File: src/sv/mcdp_pkg.sv
`timescale 1ns / 1ps
// Shared types and constants for the microcoded datapath step block.
// Used by mcdp_alu and microcoded_cpu_datapath_step; depends on nothing.

package mcdp_pkg;

	// Peripheral interrupt lines actually wired (1 to 8)
	localparam int PERIPHERALS = 8;
	localparam logic [7:0] PERIPH_MASK = 8'((1 << PERIPHERALS) - 1);

	// Instruction number loaded on a trap
	localparam logic [7:0] INTCAL = 8'd1;

	// Register file indexes
	localparam logic [3:0] R_NONE = 4'd0;
	localparam logic [3:0] R_A    = 4'd1;
	localparam logic [3:0] R_TMP  = 4'd2;
	localparam logic [3:0] R_H    = 4'd5;
	localparam logic [3:0] R_L    = 4'd6;
	localparam logic [3:0] R_CH   = 4'd7;
	localparam logic [3:0] R_CL   = 4'd8;
	localparam logic [3:0] R_AH   = 4'd9;
	localparam logic [3:0] R_AL   = 4'd10;
	localparam logic [3:0] R_SH   = 4'd13;
	localparam logic [3:0] R_SL   = 4'd14;
	localparam logic [3:0] R_IR   = 4'd15;

	// Control word single-bit fields
	localparam int CW_CNT_INC  = 12;
	localparam int CW_ADR_INC  = 13;
	localparam int CW_STK_INC  = 14;
	localparam int CW_STK_DEC  = 15;
	localparam int CW_ADR_CNT  = 16;
	localparam int CW_ADR_STK  = 17;
	localparam int CW_ADR_HL   = 18;
	localparam int CW_CNT_INT  = 19;
	localparam int CW_FLAG_IN  = 22;
	localparam int CW_RAM_WR   = 23;
	localparam int CW_RAM_RD   = 24;
	localparam int CW_END      = 25;
	localparam int CW_INT_EN   = 26;
	localparam int CW_OUT      = 27;
	localparam int CW_HALT     = 28;

	// Flag register bits
	localparam int ZERO_BIT  = 0;
	localparam int SIGN_BIT  = 1;
	localparam int CARRY_BIT = 2;

	typedef enum logic [1:0] {
		FOUT_NONE = 2'd0,
		FOUT_ZERO = 2'd1,
		FOUT_SIGN = 2'd2,
		FOUT_ALL  = 2'd3
	} flag_out_t;

	typedef enum logic [3:0] {
		ALU_NOP  = 4'd0,
		ALU_ADD  = 4'd1,
		ALU_SUB  = 4'd2,
		ALU_AND  = 4'd3,
		ALU_OR   = 4'd4,
		ALU_XOR  = 4'd5,
		ALU_NOT  = 4'd6,
		ALU_INC  = 4'd7,
		ALU_DEC  = 4'd8,
		ALU_SHR  = 4'd9,
		ALU_SHL  = 4'd10,
		ALU_ADC  = 4'd11,
		ALU_SBC  = 4'd12,
		ALU_ACI  = 4'd13,
		ALU_SCI  = 4'd14,
		ALU_ROR  = 4'd15
	} alu_op_t;

	typedef enum logic [0:0] {
		CFG_HANDLER = 1'b0,
		CFG_START   = 1'b1
	} cfg_reg_t;

	typedef struct packed {
		logic [7:0] value;
		logic       carry;
	} alu_res_t;

endpackage

File: src/sv/mcdp_alu.sv
`timescale 1ns / 1ps
// Eight-bit ALU of the datapath: sixteen operations with carry in and out.
// Depends on mcdp_pkg for the operation codes and the result struct.

module mcdp_alu (
	input  mcdp_pkg::alu_op_t  op,
	input  logic [7:0]         acc,
	input  logic [7:0]         tmp,
	input  logic               carry_in,
	output mcdp_pkg::alu_res_t res
);

	logic [8:0] acc9;
	logic [8:0] tmp9;
	logic [8:0] cin9;
	logic [8:0] wide;

	assign acc9 = {1'b0, acc};
	assign tmp9 = {1'b0, tmp};
	assign cin9 = {8'd0, carry_in};

	always_comb begin
		wide = 9'd0;
		res.value = acc;
		res.carry = carry_in;
		case (op)
			mcdp_pkg::ALU_ADD: begin
				wide = acc9 + tmp9;
				res = {wide[7:0], wide[8]};
			end
			mcdp_pkg::ALU_SUB: begin
				wide = acc9 - tmp9;
				res = {wide[7:0], wide[8]};
			end
			mcdp_pkg::ALU_AND: res.value = acc & tmp;
			mcdp_pkg::ALU_OR:  res.value = acc | tmp;
			mcdp_pkg::ALU_XOR: res.value = acc ^ tmp;
			mcdp_pkg::ALU_NOT: res.value = ~acc;
			mcdp_pkg::ALU_INC: begin
				wide = acc9 + 9'd1;
				res = {wide[7:0], wide[8]};
			end
			mcdp_pkg::ALU_DEC: begin
				wide = acc9 - 9'd1;
				res = {wide[7:0], wide[8]};
			end
			mcdp_pkg::ALU_SHR: res = {1'b0, acc[7:1], acc[0]};
			// carry takes the bit shifted out at the top
			mcdp_pkg::ALU_SHL: res = {acc[6:0], 1'b0, acc[7]};
			mcdp_pkg::ALU_ADC: begin
				wide = acc9 + tmp9 + cin9;
				res = {wide[7:0], wide[8]};
			end
			// borrow out of the nine-bit difference is acc < tmp + carry
			mcdp_pkg::ALU_SBC: begin
				wide = acc9 - tmp9 - cin9;
				res = {wide[7:0], wide[8]};
			end
			mcdp_pkg::ALU_ACI: begin
				wide = acc9 + cin9;
				res = {wide[7:0], wide[8]};
			end
			mcdp_pkg::ALU_SCI: begin
				wide = acc9 - cin9;
				res = {wide[7:0], wide[8]};
			end
			mcdp_pkg::ALU_ROR: res = {carry_in, acc[7:1], acc[0]};
			default: res = {acc, carry_in};
		endcase
	end

endmodule

File: src/sv/microcoded_cpu_datapath_step.sv
`timescale 1ns / 1ps
// Top level of the microcoded 8-bit datapath: executes one control word per word.
// Depends on mcdp_pkg and mcdp_alu.
//
// Usage:
//   Input channel (in_valid/in_ready) carries one control word together with
//   the RAM byte read at the previously reported address and the newly raised
//   interrupt lines. Output channel (out_valid/out_ready) returns the next
//   micro address, the address pair, bus latch and strobes for that step.
//   The caller fetches the ROM word and RAM byte named by a result and sends
//   them back as the next input word.
//   Execution: a word accepted into the input register executes once the result
//   register is free, and its result is shown in the result register from then on.
//   Throughput: one word per cycle while out_ready is high; the execute path is a
//   single pass through the register file muxes, pair incrementers and 8-bit ALU.
//   Stall: when out_ready is low the result holds, the input register keeps
//   one more word, and in_ready drops until the result is taken.
//   Reset: arst_n clears the register file, flags, bus latch, micro counter,
//   pending raises and acknowledge, sets interrupt enable, and empties both
//   registers. The first executed word loads the counter pair with
//   program_start and the stack pair with program_start minus one.
//   Configuration: cfg_write with cfg_index 0 (handler address) or 1
//   (program start) and 16-bit cfg_data, taken on the clock edge.

module microcoded_cpu_datapath_step (
	input  logic        clk,
	input  logic        arst_n,
	input  logic        cfg_write,
	input  logic [0:0]  cfg_index,
	input  logic [15:0] cfg_data,
	input  logic        in_valid,
	output logic        in_ready,
	input  logic [28:0] control_word,
	input  logic [7:0]  ram_read_data,
	input  logic [7:0]  raise_set,
	output logic        out_valid,
	input  logic        out_ready,
	output logic [15:0] next_micro_address,
	output logic [15:0] address_value,
	output logic        ram_write,
	output logic [7:0]  bus_value,
	output logic        out_strobe,
	output logic        halted,
	output logic        ack_valid,
	output logic [2:0]  ack_index
);

	// Configuration registers
	logic [15:0] handler_q;
	logic [15:0] start_q;

	// Input register
	logic        valid_s1;
	logic [28:0] cw_s1;
	logic [7:0]  ram_s1;
	logic [7:0]  raise_s1;

	// Architectural state
	logic [7:0] rf_q [16];
	logic [7:0] bus_q;
	logic [7:0] flags_q;
	logic [3:0] mc_q;
	logic       ie_q;
	logic [7:0] pend_q;
	logic       ackd_q;   // an acknowledged peripheral is outstanding
	logic [2:0] ackd_idx_q;
	logic       started_q;

	// Next-state values of one step
	logic [7:0] rf_n [16];
	logic [7:0] bus_n;
	logic [7:0] flags_n;
	logic [3:0] mc_n;
	logic       ie_n;
	logic [7:0] pend_n;
	logic       ackd_n;
	logic [2:0] ackd_idx_n;
	logic       hit;
	logic [2:0] hit_idx;

	logic                step;
	logic [3:0]          code_in;
	logic [3:0]          code_out;
	mcdp_pkg::alu_op_t   alu_op;
	mcdp_pkg::flag_out_t flag_out;
	mcdp_pkg::alu_res_t  alu_res;

	// Execute when a word is held and the result register frees up this cycle
	assign step     = valid_s1 && (!out_valid || out_ready);
	assign in_ready = !valid_s1 || step;

	assign code_in  = cw_s1[3:0];
	assign code_out = cw_s1[7:4];
	assign alu_op   = mcdp_pkg::alu_op_t'(cw_s1[11:8]);
	assign flag_out = mcdp_pkg::flag_out_t'(cw_s1[21:20]);

	// Accumulator and temp are never touched by the pair logic ahead of the ALU
	mcdp_alu u_alu (
		.op      (alu_op),
		.acc     (rf_q[mcdp_pkg::R_A]),
		.tmp     (rf_q[mcdp_pkg::R_TMP]),
		.carry_in(flags_q[mcdp_pkg::CARRY_BIT]),
		.res     (alu_res)
	);

	// Configuration writes
	always_ff @(posedge clk or negedge arst_n) begin
		if (!arst_n) begin
			handler_q <= 16'd0;
			start_q   <= 16'd0;
		end else if (cfg_write) begin
			case (mcdp_pkg::cfg_reg_t'(cfg_index))
				mcdp_pkg::CFG_HANDLER: handler_q <= cfg_data;
				mcdp_pkg::CFG_START:   start_q   <= cfg_data;
				default: ;
			endcase
		end
	end

	// One microstep, in the order the machine defines
	always_comb begin
		rf_n       = rf_q;
		bus_n      = bus_q;
		flags_n    = flags_q;
		mc_n       = mc_q + 4'd1;
		ie_n       = ie_q;
		pend_n     = pend_q | (raise_s1 & mcdp_pkg::PERIPH_MASK);
		ackd_n     = ackd_q;
		ackd_idx_n = ackd_idx_q;
		hit        = 1'b0;
		hit_idx    = 3'd0;

		// first step after reset: seed counter and stack pairs
		if (!started_q) begin
			{rf_n[mcdp_pkg::R_CH], rf_n[mcdp_pkg::R_CL]} = start_q;
			{rf_n[mcdp_pkg::R_SH], rf_n[mcdp_pkg::R_SL]} = start_q - 16'd1;
		end

		// pair increments; stack inc and dec together cancel
		if (cw_s1[mcdp_pkg::CW_CNT_INC])
			{rf_n[mcdp_pkg::R_CH], rf_n[mcdp_pkg::R_CL]} =
				{rf_n[mcdp_pkg::R_CH], rf_n[mcdp_pkg::R_CL]} + 16'd1;
		if (cw_s1[mcdp_pkg::CW_ADR_INC])
			{rf_n[mcdp_pkg::R_AH], rf_n[mcdp_pkg::R_AL]} =
				{rf_n[mcdp_pkg::R_AH], rf_n[mcdp_pkg::R_AL]} + 16'd1;
		if (cw_s1[mcdp_pkg::CW_STK_INC] && !cw_s1[mcdp_pkg::CW_STK_DEC])
			{rf_n[mcdp_pkg::R_SH], rf_n[mcdp_pkg::R_SL]} =
				{rf_n[mcdp_pkg::R_SH], rf_n[mcdp_pkg::R_SL]} + 16'd1;
		if (cw_s1[mcdp_pkg::CW_STK_DEC] && !cw_s1[mcdp_pkg::CW_STK_INC])
			{rf_n[mcdp_pkg::R_SH], rf_n[mcdp_pkg::R_SL]} =
				{rf_n[mcdp_pkg::R_SH], rf_n[mcdp_pkg::R_SL]} - 16'd1;

		// bus sources: register, then flag, then RAM, then ALU; later wins
		if (code_out != mcdp_pkg::R_NONE)
			bus_n = rf_n[code_out];
		case (flag_out)
			mcdp_pkg::FOUT_NONE: ;
			mcdp_pkg::FOUT_ZERO: bus_n = {7'd0, flags_n[mcdp_pkg::ZERO_BIT]};
			mcdp_pkg::FOUT_SIGN: bus_n = {7'd0, flags_n[mcdp_pkg::SIGN_BIT]};
			mcdp_pkg::FOUT_ALL:  bus_n = flags_n;
			default: ;
		endcase

		// acknowledge the lowest pending raise while enabled
		if (cw_s1[mcdp_pkg::CW_INT_EN])
			ie_n = 1'b1;
		for (int p = 0; p < mcdp_pkg::PERIPHERALS; p++) begin
			if (!hit && pend_n[p]) begin
				hit     = 1'b1;
				hit_idx = 3'(p);
			end
		end
		hit = hit && ie_n;
		if (hit) begin
			pend_n[hit_idx] = 1'b0;
			ie_n            = 1'b0;
			ackd_n          = 1'b1;
			ackd_idx_n      = hit_idx;
		end

		if (cw_s1[mcdp_pkg::CW_RAM_RD])
			bus_n = ram_s1;

		if (alu_op != mcdp_pkg::ALU_NOP) begin
			bus_n = alu_res.value;
			flags_n[mcdp_pkg::CARRY_BIT] = alu_res.carry;
		end

		// latch the bus; accumulator loads refresh sign and zero
		if (code_in != mcdp_pkg::R_NONE)
			rf_n[code_in] = bus_n;
		if (code_in == mcdp_pkg::R_A) begin
			flags_n[mcdp_pkg::SIGN_BIT] = bus_n[7];
			flags_n[mcdp_pkg::ZERO_BIT] = (bus_n == 8'd0);
		end

		// direct pair moves, applied in order
		if (cw_s1[mcdp_pkg::CW_ADR_CNT])
			{rf_n[mcdp_pkg::R_AH], rf_n[mcdp_pkg::R_AL]} =
				{rf_n[mcdp_pkg::R_CH], rf_n[mcdp_pkg::R_CL]};
		if (cw_s1[mcdp_pkg::CW_ADR_STK])
			{rf_n[mcdp_pkg::R_AH], rf_n[mcdp_pkg::R_AL]} =
				{rf_n[mcdp_pkg::R_SH], rf_n[mcdp_pkg::R_SL]};
		if (cw_s1[mcdp_pkg::CW_ADR_HL])
			{rf_n[mcdp_pkg::R_AH], rf_n[mcdp_pkg::R_AL]} =
				{rf_n[mcdp_pkg::R_H], rf_n[mcdp_pkg::R_L]};
		if (cw_s1[mcdp_pkg::CW_CNT_INT])
			{rf_n[mcdp_pkg::R_CH], rf_n[mcdp_pkg::R_CL]} = handler_q;

		if (cw_s1[mcdp_pkg::CW_FLAG_IN])
			flags_n = bus_n;

		// end of instruction: restart micro counter, trap on a re-raise
		if (cw_s1[mcdp_pkg::CW_END]) begin
			mc_n = 4'd0;
			if (ackd_n && pend_n[ackd_idx_n]) begin
				rf_n[mcdp_pkg::R_IR] = mcdp_pkg::INTCAL;
				pend_n[ackd_idx_n]   = 1'b0;
				ackd_n               = 1'b0;
			end
		end
	end

	// Input register: hold the word until it executes
	always_ff @(posedge clk or negedge arst_n) begin
		if (!arst_n) begin
			valid_s1 <= 1'b0;
		end else if (in_ready) begin
			valid_s1 <= in_valid;
		end
	end

	always_ff @(posedge clk) begin
		if (in_valid && in_ready) begin
			cw_s1    <= control_word;
			ram_s1   <= ram_read_data;
			raise_s1 <= raise_set;
		end
	end

	// Architectural state advances once per executed word
	always_ff @(posedge clk or negedge arst_n) begin
		if (!arst_n) begin
			for (int i = 0; i < 16; i++)
				rf_q[i] <= 8'd0;
			bus_q      <= 8'd0;
			flags_q    <= 8'd0;
			mc_q       <= 4'd0;
			ie_q       <= 1'b1;
			pend_q     <= 8'd0;
			ackd_q     <= 1'b0;
			ackd_idx_q <= 3'd0;
			started_q  <= 1'b0;
		end else if (step) begin
			rf_q       <= rf_n;
			bus_q      <= bus_n;
			flags_q    <= flags_n;
			mc_q       <= mc_n;
			ie_q       <= ie_n;
			pend_q     <= pend_n;
			ackd_q     <= ackd_n;
			ackd_idx_q <= ackd_idx_n;
			started_q  <= 1'b1;
		end
	end

	// Result register: drop valid once taken, reload on every step
	always_ff @(posedge clk or negedge arst_n) begin
		if (!arst_n) begin
			out_valid <= 1'b0;
		end else if (step) begin
			out_valid <= 1'b1;
		end else if (out_ready) begin
			out_valid <= 1'b0;
		end
	end

	always_ff @(posedge clk) begin
		if (step) begin
			next_micro_address <= {flags_n[3:0], rf_n[mcdp_pkg::R_IR], mc_n};
			address_value      <= {rf_n[mcdp_pkg::R_AH], rf_n[mcdp_pkg::R_AL]};
			ram_write          <= cw_s1[mcdp_pkg::CW_RAM_WR];
			bus_value          <= bus_n;
			out_strobe         <= cw_s1[mcdp_pkg::CW_OUT];
			halted             <= cw_s1[mcdp_pkg::CW_HALT];
			ack_valid          <= hit;
			ack_index          <= hit ? hit_idx : 3'd0;
		end
	end

	// Register zero is never written
	a_rf_zero: assert property (@(posedge clk) disable iff (!arst_n)
		rf_q[0] == 8'd0)
		else $error("register file entry zero modified");

	// End of instruction restarts the micro counter
	a_end_mc: assert property (@(posedge clk) disable iff (!arst_n)
		step && cw_s1[mcdp_pkg::CW_END] |=> mc_q == 4'd0)
		else $error("micro counter not cleared at end of instruction");

	// An executed word always produces a visible result
	a_step_out: assert property (@(posedge clk) disable iff (!arst_n)
		step |=> out_valid)
		else $error("executed word produced no result");

	// An acknowledge clears interrupt enable
	a_ack_ie: assert property (@(posedge clk) disable iff (!arst_n)
		step && hit |=> !ie_q)
		else $error("interrupt enable still set after acknowledge");

	// No acknowledge index without an acknowledge
	a_ack_idx: assert property (@(posedge clk) disable iff (!arst_n)
		out_valid && !ack_valid |-> ack_index == 3'd0)
		else $error("acknowledge index set without acknowledge");

endmodule
File: config.mk
export PLATFORM = sky130hd
export DESIGN_NAME = microcoded_cpu_datapath_step
export DESIGN_NICKNAME = d
export VERILOG_FILES = /design/src/sv/mcdp_pkg.sv /design/src/sv/mcdp_alu.sv /design/src/sv/microcoded_cpu_datapath_step.sv
export SDC_FILE = /design/constraint.sdc
export NUM_CORES = 1
export LEC_CHECK = 0
export BUFFER_PORTS_ARGS = -buffer_cell sky130_fd_sc_hd__buf_2
export CELL_PAD_IN_SITES_DETAIL_PLACEMENT = 1
export CELL_PAD_IN_SITES_GLOBAL_PLACEMENT = 1
export CORE_MARGIN = 1
export CORE_UTILIZATION = 48
export CTS_CLUSTER_DIAMETER = 80
export DETAILED_ROUTE_END_ITERATION = 6
export PLACE_DENSITY = 0.81
export SLEW_MARGIN = 25
export SYNTH_ARGS = -nofsm -noshare
export SYNTH_HDL_FRONTEND = slang
export SYNTH_SLANG_ARGS = --single-unit
export TNS_END_PERCENT = 10
File: constraint.sdc
create_clock -name clk -period 6.21 [get_ports clk]
set_clock_uncertainty 0.15 [all_clocks]
set_input_delay 0 -clock clk [delete_from_list [all_inputs] [get_ports clk]]
set_output_delay 0 -clock clk [all_outputs]
set_load 0.005 [all_outputs]
==> impl_results.md, run 1 <==
- GR Overflow Total: 0
- H-tree depth: 2
- Asr flop ratio synth: between 60% and 70%
- R2r startpoint: started_q
- CTS Buf Count: 35
- Die Ht: about 200 microns
- Placed Instance Area: 19700 sq um
- Max Root-Sink Buffers: 3
- Total negative slack: 0 ns
- Multi-input gate area: 10300 sq um
- Number of I/O port buffers: 115
- Worst EP required: roughly 6.5 ns
- Pre-antenna DRT Iters: 6
- CP endpoint kind: flop
- Routed length per instance: between 20 and 30 microns
- # clock sinks: between 200 and 300
- Hold Path Class: input pin to async pin
- Routed wire length: roughly 80 mm
- Post-synth top area share: between 20% and 30%
- Fin crit period: 5.72 ns
- Largest net degree at the start of global routing: 97
- DRC: 0
- Synth area leader: dfrtp_1
- Reg-to-reg setup timing slack: about 0.49 ns
- IO Count: 116
- Pwr dens: between 400 and 500 nW/um^2
- Most frequent cell after synthesis: nand2_1
- Post-cts resize count: 0
- Dpl hpwl: roughly 56 mm
- Crit path max fanout: slightly above 40
- Worst-margin pin slew: between 1 and 1.5 ns
- Syn nets: 2199
- First-pass GRT wire length: between 100 and 150 mm
- Post-Layout Inst Area: between 20000 and 25000 sq um
- Fillers: 4372
- Synth area leaders: dfrtp_1, edfxtp_1, nand2_1
- Initial antenna violation count: 3
- Starting Density: 49.2%
- F_max: 0.175 GHz
- Worst rel slew slack: 29.2%
- Core Rows: ~70
- Antenna viol nets, final: 0
- Worst hold margin: -0.0621 ns
- Failing checks: negative hold slack
- Mean Syn Cell Area: between 8 and 9 sq um
- Yosys reg bits: around 290
- Yosys warning count: 0
- RSZ-0062 raised after global routing: false
- CTS Root Cell: clkbuf_16
- Worst-path clk slew: about 0.07 ns
- Sequential share of the synthesized area: roughly 41%
- Cells after synthesis: roughly 2100
- Via count: about 19000
- Number of vias per cell: ~6.8
- FF/Latch Area: about 7600 sq um
- TritonCTS clock tree: built
- Critical R2R Capture: next_micro_address[12]
- Netlist area before placement: between 15000 and 20000 sq um
- CP Data Arrival Time: approximately 6.0 ns
- DRT iter0 DRCs: approximately 2000
- Tot GR Track Use: a little over two fifths
- Setup violations, final: 0
- Peak VDD IR: about 0.00027 V
- Worst Setup Start Kind: flop
- Die width: roughly 200 microns
- Leakage power: 8.75 nW
- Insertion delay to the later sink of the worst-skew pair: ~0.58 ns
- Setup WS pre-CTS: 0.697 ns
- Crit. Startpoint: started_q
- EDFF count, synth: 92
- Final core occ: ~58%
- Main synth FF type: dfrtp_1
- Area Overhead vs Synth: 17.1%
- Final period util: 92.0%
- Worst r2r path cells: 13
- Final nets: about 2300
- Setup crit end: next_micro_address[12]
- Commonest cells in the netlist: nand2_1, dfrtp_1, o21ai_0
- Core area: between 30000 and 40000 sq um
- Vias in the first global route: around 19000
- Layout cells sized above 1: between 15 and 20%
- Max Cap Viol: 0
- Cell variety after synth: roughly 110
- Die Footprint: 39800 sq um
- Fin. Hold Viols: 22
- Final Max Tran Viols: 0
- Status: finished, violations left
- CP Class: flop to flop
- Final WS setup: approximately 0.49 ns
- RePlAce Congestion: 1.03
## how the worst min path moves through the flow
| stage | from | to | slack, ns | cells after the start |
|---|---|---|---|---|
| 3_3_place_gp | arst_n | bus_q[1] | 0.003 | 1 |
| 3_5_place_dp | arst_n | bus_q[1] | -0.0007 | 1 |
| 2_1_floorplan | arst_n | ackd_idx_q[0] | -0.45 | 0 |
| 5_1_grt | raise_set[3] | raise_s1[3] | 0.01 | 2 |
| 6_report | arst_n | rf_q[117] | -0.06 | 2 |
| 4_1_cts | arst_n | bus_q[0] | 0.0002 | 2 |
## cells by family after synthesis
group / count (synthesis) / synth area share [%]
mux: 101 / 6.33
simple gates: 766 / 20.0
compound gates: 606 / 21.7
fa+ha+maj: 42 / 2.89
xor+xnor: 83 / 4.03
flops: 285 / 40.6
buf+inv: 207 / 4.47
## power by group
part           internal, mW  switching (mW)  leakage [nW]
registers              2.45           0.619          3.32
clock network          1.30           0.916         0.593
logic                  1.40            2.66          4.83
## what timing repair did
item	CTS	global route
hold buffers	94	0
setup buffers	0	0
endpoints found under the hold margin	196	0
## sequential cells by signal, indices dropped and copies added (netlist names), 16 cells and up
signal / flops
address_value: 16
next_micro_address: 16
cw_s1: 29
rf_q: 125
start_q: 16
handler_q: 16
## per-stage QoR
stage | power, mW | instances
after floorplan | 5.26 | 2090
after global placement | 6.71 | 2619
after detailed placement | 6.83 | 2619
after CTS | 9.12 | 2777
after global routing | 9.68 | 2778
final | 9.34 | 2779
## cell type report
type	instances	share of cell area, %
inverter	58	1.01
timing repair buffer	262	8.81
clock inverter	20	1.27
clock buffer	44	4.29
antenna	1	0.0114
tap	511	2.92
sequential	285	34.7
multi-input combinational	1598	47.0
## routing by layer
metal	track usage (%)	routed length (microns)
met1	55.3	33400
met5	0.255	38
met4	22.7	4840
met3	9.62	7750
met2	63.5	36200
## critical path, cell delays in order (launching register included)
cell	delay, ns
dfrtp_2	0.66
buf_4	0.49
nand4_1	0.22
a222oi_1	0.98
nand3_1	0.23
a21oi_1	0.34
o21ai_0	0.16
a21o_1	0.25
or4_4	0.50
nand2_2	0.44
and3_1	0.26
nand4_1	0.15
nor3_2	0.49
o31a_1	0.21
## layout by cell type, fill, tap and decap left out, types with 10 or more instances in the layout
cell           Yosys  layout
o21ai_0          182     182
mux2i_1           30      30
buf_2             14     114
nand4b_1          12      12
edfxtp_1          92      92
nor4_1            18      18
a31oi_1           24      23
nor2b_1           22      22
o211ai_1          17      17
nand4_1           35      35
and3_1            15      15
ha_1              40      40
dfrtp_1          192     191
dlygate4sd3_1      0      94
mux2_2            62      62
a211oi_1          34      34
a21o_1            14      14
xnor2_1           51      51
nand2b_1          28      28
inv_1             52      51
o31ai_1           13      13
a221oi_1          22      22
or3_1             13      13
a2111oi_0         11      10
clkbuf_16          0      35
nand2_1          274     273
buf_4              1      52
nand3_1           64      64
nand3b_1          12      12
a21oi_1          120     120
xor2_1            30      30
nor3_1            45      44
nor2_1           169     167
(Power assumes the default switching activity.)
==> run 2: changes to the inputs <==
--- a/config.mk
+++ b/config.mk
@@ -8,6 +8,7 @@
 export BUFFER_PORTS_ARGS = -buffer_cell sky130_fd_sc_hd__buf_2
 export CELL_PAD_IN_SITES_DETAIL_PLACEMENT = 1
 export CELL_PAD_IN_SITES_GLOBAL_PLACEMENT = 1
+export CORE_ASPECT_RATIO = 1.1
 export CORE_MARGIN = 1
 export CORE_UTILIZATION = 48
 export CTS_CLUSTER_DIAMETER = 80
==> impl_results.md, run 2 (synthesis results as in run 1) <==
- Status: finished, violations left (unchanged)
- Failing checks: design-rule violations (was negative hold slack)
- Final Max Tran Viols: 0 (unchanged)
- Via count: 19100 (was 18900)
- Insertion delay to the later sink of the worst-skew pair: 0.59 ns (was 0.58 ns)
- GR Util met2: 66.5% (was 63.5%)
- Register name with the most flops: rf_q (unchanged)
- Clock share of power: 20.9% (was 23.7%)
- Switching pwr: 4.13 mW (was 4.20 mW)
- Die width: 190 microns (was 199 microns)
- Die Footprint: 39800 sq um (about the same)
- Core area: 38300 sq um (was 38000 sq um)
- Post-cts resize count: 0 (unchanged)
- Crit path cell chain: buf_4 -> and4b_1 -> buf_4 -> a22o_1 -> a211o_1 -> a2111oi_0 -> nand2b_1 -> o31a_1 -> a31oi_2 -> nor2_1 -> a31oi_1 -> nor2_1 -> o31ai_1 -> nand2_1 (was buf_4 -> nand4_1 -> a222oi_1 -> nand3_1 -> a21oi_1 -> o21ai_0 -> a21o_1 -> or4_4 -> nand2_2 -> and3_1 -> nand4_1 -> nor3_2 -> o31a_1)
- Comb power frac: 45.1% (was 43.5%)
- Worst EP required: 6.37 ns (was 6.48 ns)
- Largest net degree at the start of global routing: 82 (was 97)
- IO Count: 116 (unchanged)
- Sequential Power Share: 34.0% (was 32.8%)
- Power Internal: 4.86 mW (was 5.14 mW)
- Placed Instance Area: 19700 sq um (about the same)
- Final nets: 2358 (was 2349)
- CP Data Arrival Time: 5.43 ns (was 5.98 ns)
- CTS Buf Count: 31 (was 35)
- Post-Layout Inst Area: 21800 sq um (was 21900 sq um)
- Commonest non-fill, non-tap cell in the layout: nand2_1 (unchanged)
- Global Route met3 Usage: 7.94% (was 9.62%)
- Worst Setup Start Kind: flop (unchanged)
- Core Rows: 75 (was 71)
- Tot GR Track Use: 41.1% (was 41.8%)
- Die Ht: 209 microns (was 199 microns)
- Max Root-Sink Buffers: 3 (unchanged)
- DRT iter0 DRCs: 2188 (was 2043)
- Initial antenna violation count: 0 (was 3)
- F_max: 0.190 GHz (was 0.175 GHz)
- Leakage power: 8.69 nW (was 8.75 nW)
- Area Overhead vs Synth: 16.6% (was 17.1%)
- Starting Density: 48.9% (was 49.2%)
- Worst rel slew slack: 30.2% (was 29.2%)
- Met1 Usage GRT: 52.1% (was 55.3%)
- Largest register FFs: 125 (unchanged)
- Number of vias per cell: 6.89 (was 6.82)
- CTS Root Cell: clkbuf_16 (unchanged)
- CP Class: flop to flop (unchanged)
- Vias in the first global route: 19700 (was 19300)
- Final period util: 84.9% (was 92.0%)
- Fillers: 4398 (was 4372)
- CP peak stage delay: 0.95 ns (was 0.98 ns)
- Pwr dens: 412 nW/um^2 (was 426 nW/um^2)
- Fin. Hold Viols: 0 (was 22)
- # clock sinks: 285 (unchanged)
- TritonCTS clock tree: built (unchanged)
- Max Cap Viol: 0 (unchanged)
- Regs by FF count: rf_q (125), cw_s1 (29) (unchanged)
- Worst-path clk slew: 0.07 ns (about the same)
- Setup violations, final: 0 (unchanged)
- Pre-antenna DRT Iters: 7 (was 6)
- Busiest layer in global routing: met2 (unchanged)
- Commonest cells after routing, fill and taps aside: nand2_1, dfrtp_1, o21ai_0 (unchanged)
- Final WS setup: 0.939 ns (was 0.495 ns)
- Layout cells sized above 1: 14.4% (was 15.3%)
- Sw Ratio: 45.9% (was 44.9%)
- Fin crit period: 5.27 ns (was 5.72 ns)
- Multi-input gate area: 10300 sq um (about the same)
- RePlAce Congestion: 1.02 (was 1.03)
- Hold Path Class: input pin to flop (was input pin to async pin)
- Worst-margin pin slew: 1.03 ns (was 1.06 ns)
- Crit path max fanout: 27 (was 41)
- FF/Latch Area: 7590 sq um (unchanged)
- Routed length per instance: 29.3 microns (was 29.6 microns)
- H-tree depth: 1 (was 2)
- First-pass GRT wire length: 124 mm (was 123 mm)
- Crit-path slowest cell: edfxtp_1 (was a222oi_1)
- DRC: 2 (was 0)
- Number of I/O port buffers: 115 (unchanged)
- Routed wire length: 81.3 mm (was 82.2 mm)
- Dpl hpwl: 54.5 mm (was 56.4 mm)
- Antenna viol nets, final: 0 (unchanged)
- Peak VDD IR: 0.000231 V (was 0.000268 V)
- Setup WS pre-CTS: 1.10 ns (was 0.697 ns)
- GR Overflow Total: 0 (unchanged)
- CP endpoint kind: flop (unchanged)
- Total negative slack: 0 ns (unchanged)
- RSZ-0062 raised after global routing: false (unchanged)
run 2: routing by layer:
metal	vias to the layer above	part of all wire, %
met5	-	0
met2	1142	47
met4	0	6.0
met3	318	8.7
met1	9623	39
li1	8044	-
run 2: layout make-up:
type / instances / area share, %
repair buffers: 275 / 9.54
multi-input cells: 1598 / 47.2
flip-flops and latches: 285 / 34.8
diodes: 2 / 0.0230
inverters: 58 / 1.01
clock inverters: 16 / 0.654
clock buffers: 42 / 3.84
well taps: 500 / 2.87
run 2: path summary, 6_finish.rpt:
path | slack, ns | to | start | cells after the start
min reg2reg | 0.23 | rf_q[127] | rf_q[127] | 0
min in group asynchronous | 0.43 | rf_q[12] | arst_n | 3
max in group asynchronous | 4.27 | rf_q[44] | arst_n | 4
max reg2reg | 0.94 | address_value[8] | cw_s1[10] | 14
max | 0.94 | address_value[8] | cw_s1[10] | 14
min | 0.06 | handler_q[1] | cfg_data[1] | 3
run 2: metrics by stage:
step / hold WS, ns / cells / total power [mW] / utilization [%]
finish: 0.0595 / 2776 / 8.99 / 56.9
global route: 0.0768 / 2774 / 9.31 / 56.9
detailed placement: -0.0105 / 2599 / 6.79 / 51.3
floorplan: -0.446 / 2090 / 5.26 / -
CTS: 0.0404 / 2774 / 8.70 / 56.9
global placement: 0.00671 / 2598 / 6.66 / 51.3
run 2: what timing repair did:
action	CTS	global route
hold buffers	117	0
hold endpoints to repair	198	0
buffers inserted	0	0
run 2: power groups by stage:
stage	logic (mW)	registers [mW]	clock network, mW
final	4.06	3.06	1.87
after CTS	3.87	3.00	1.84
after global placement	3.67	3.00	0
after floorplan	2.52	2.74	0
after detailed placement	3.77	3.02	0
after global routing	4.29	3.08	1.93
run 2: worst max-delay path: cells and delay by family (launching register included):
family                 cells  cell delay [ns]
AO/OA/AOI/OAI              7             2.77
buffers and inverters      2             0.48
AND/OR/NAND/NOR            5             0.62
flip-flops                 1             0.95
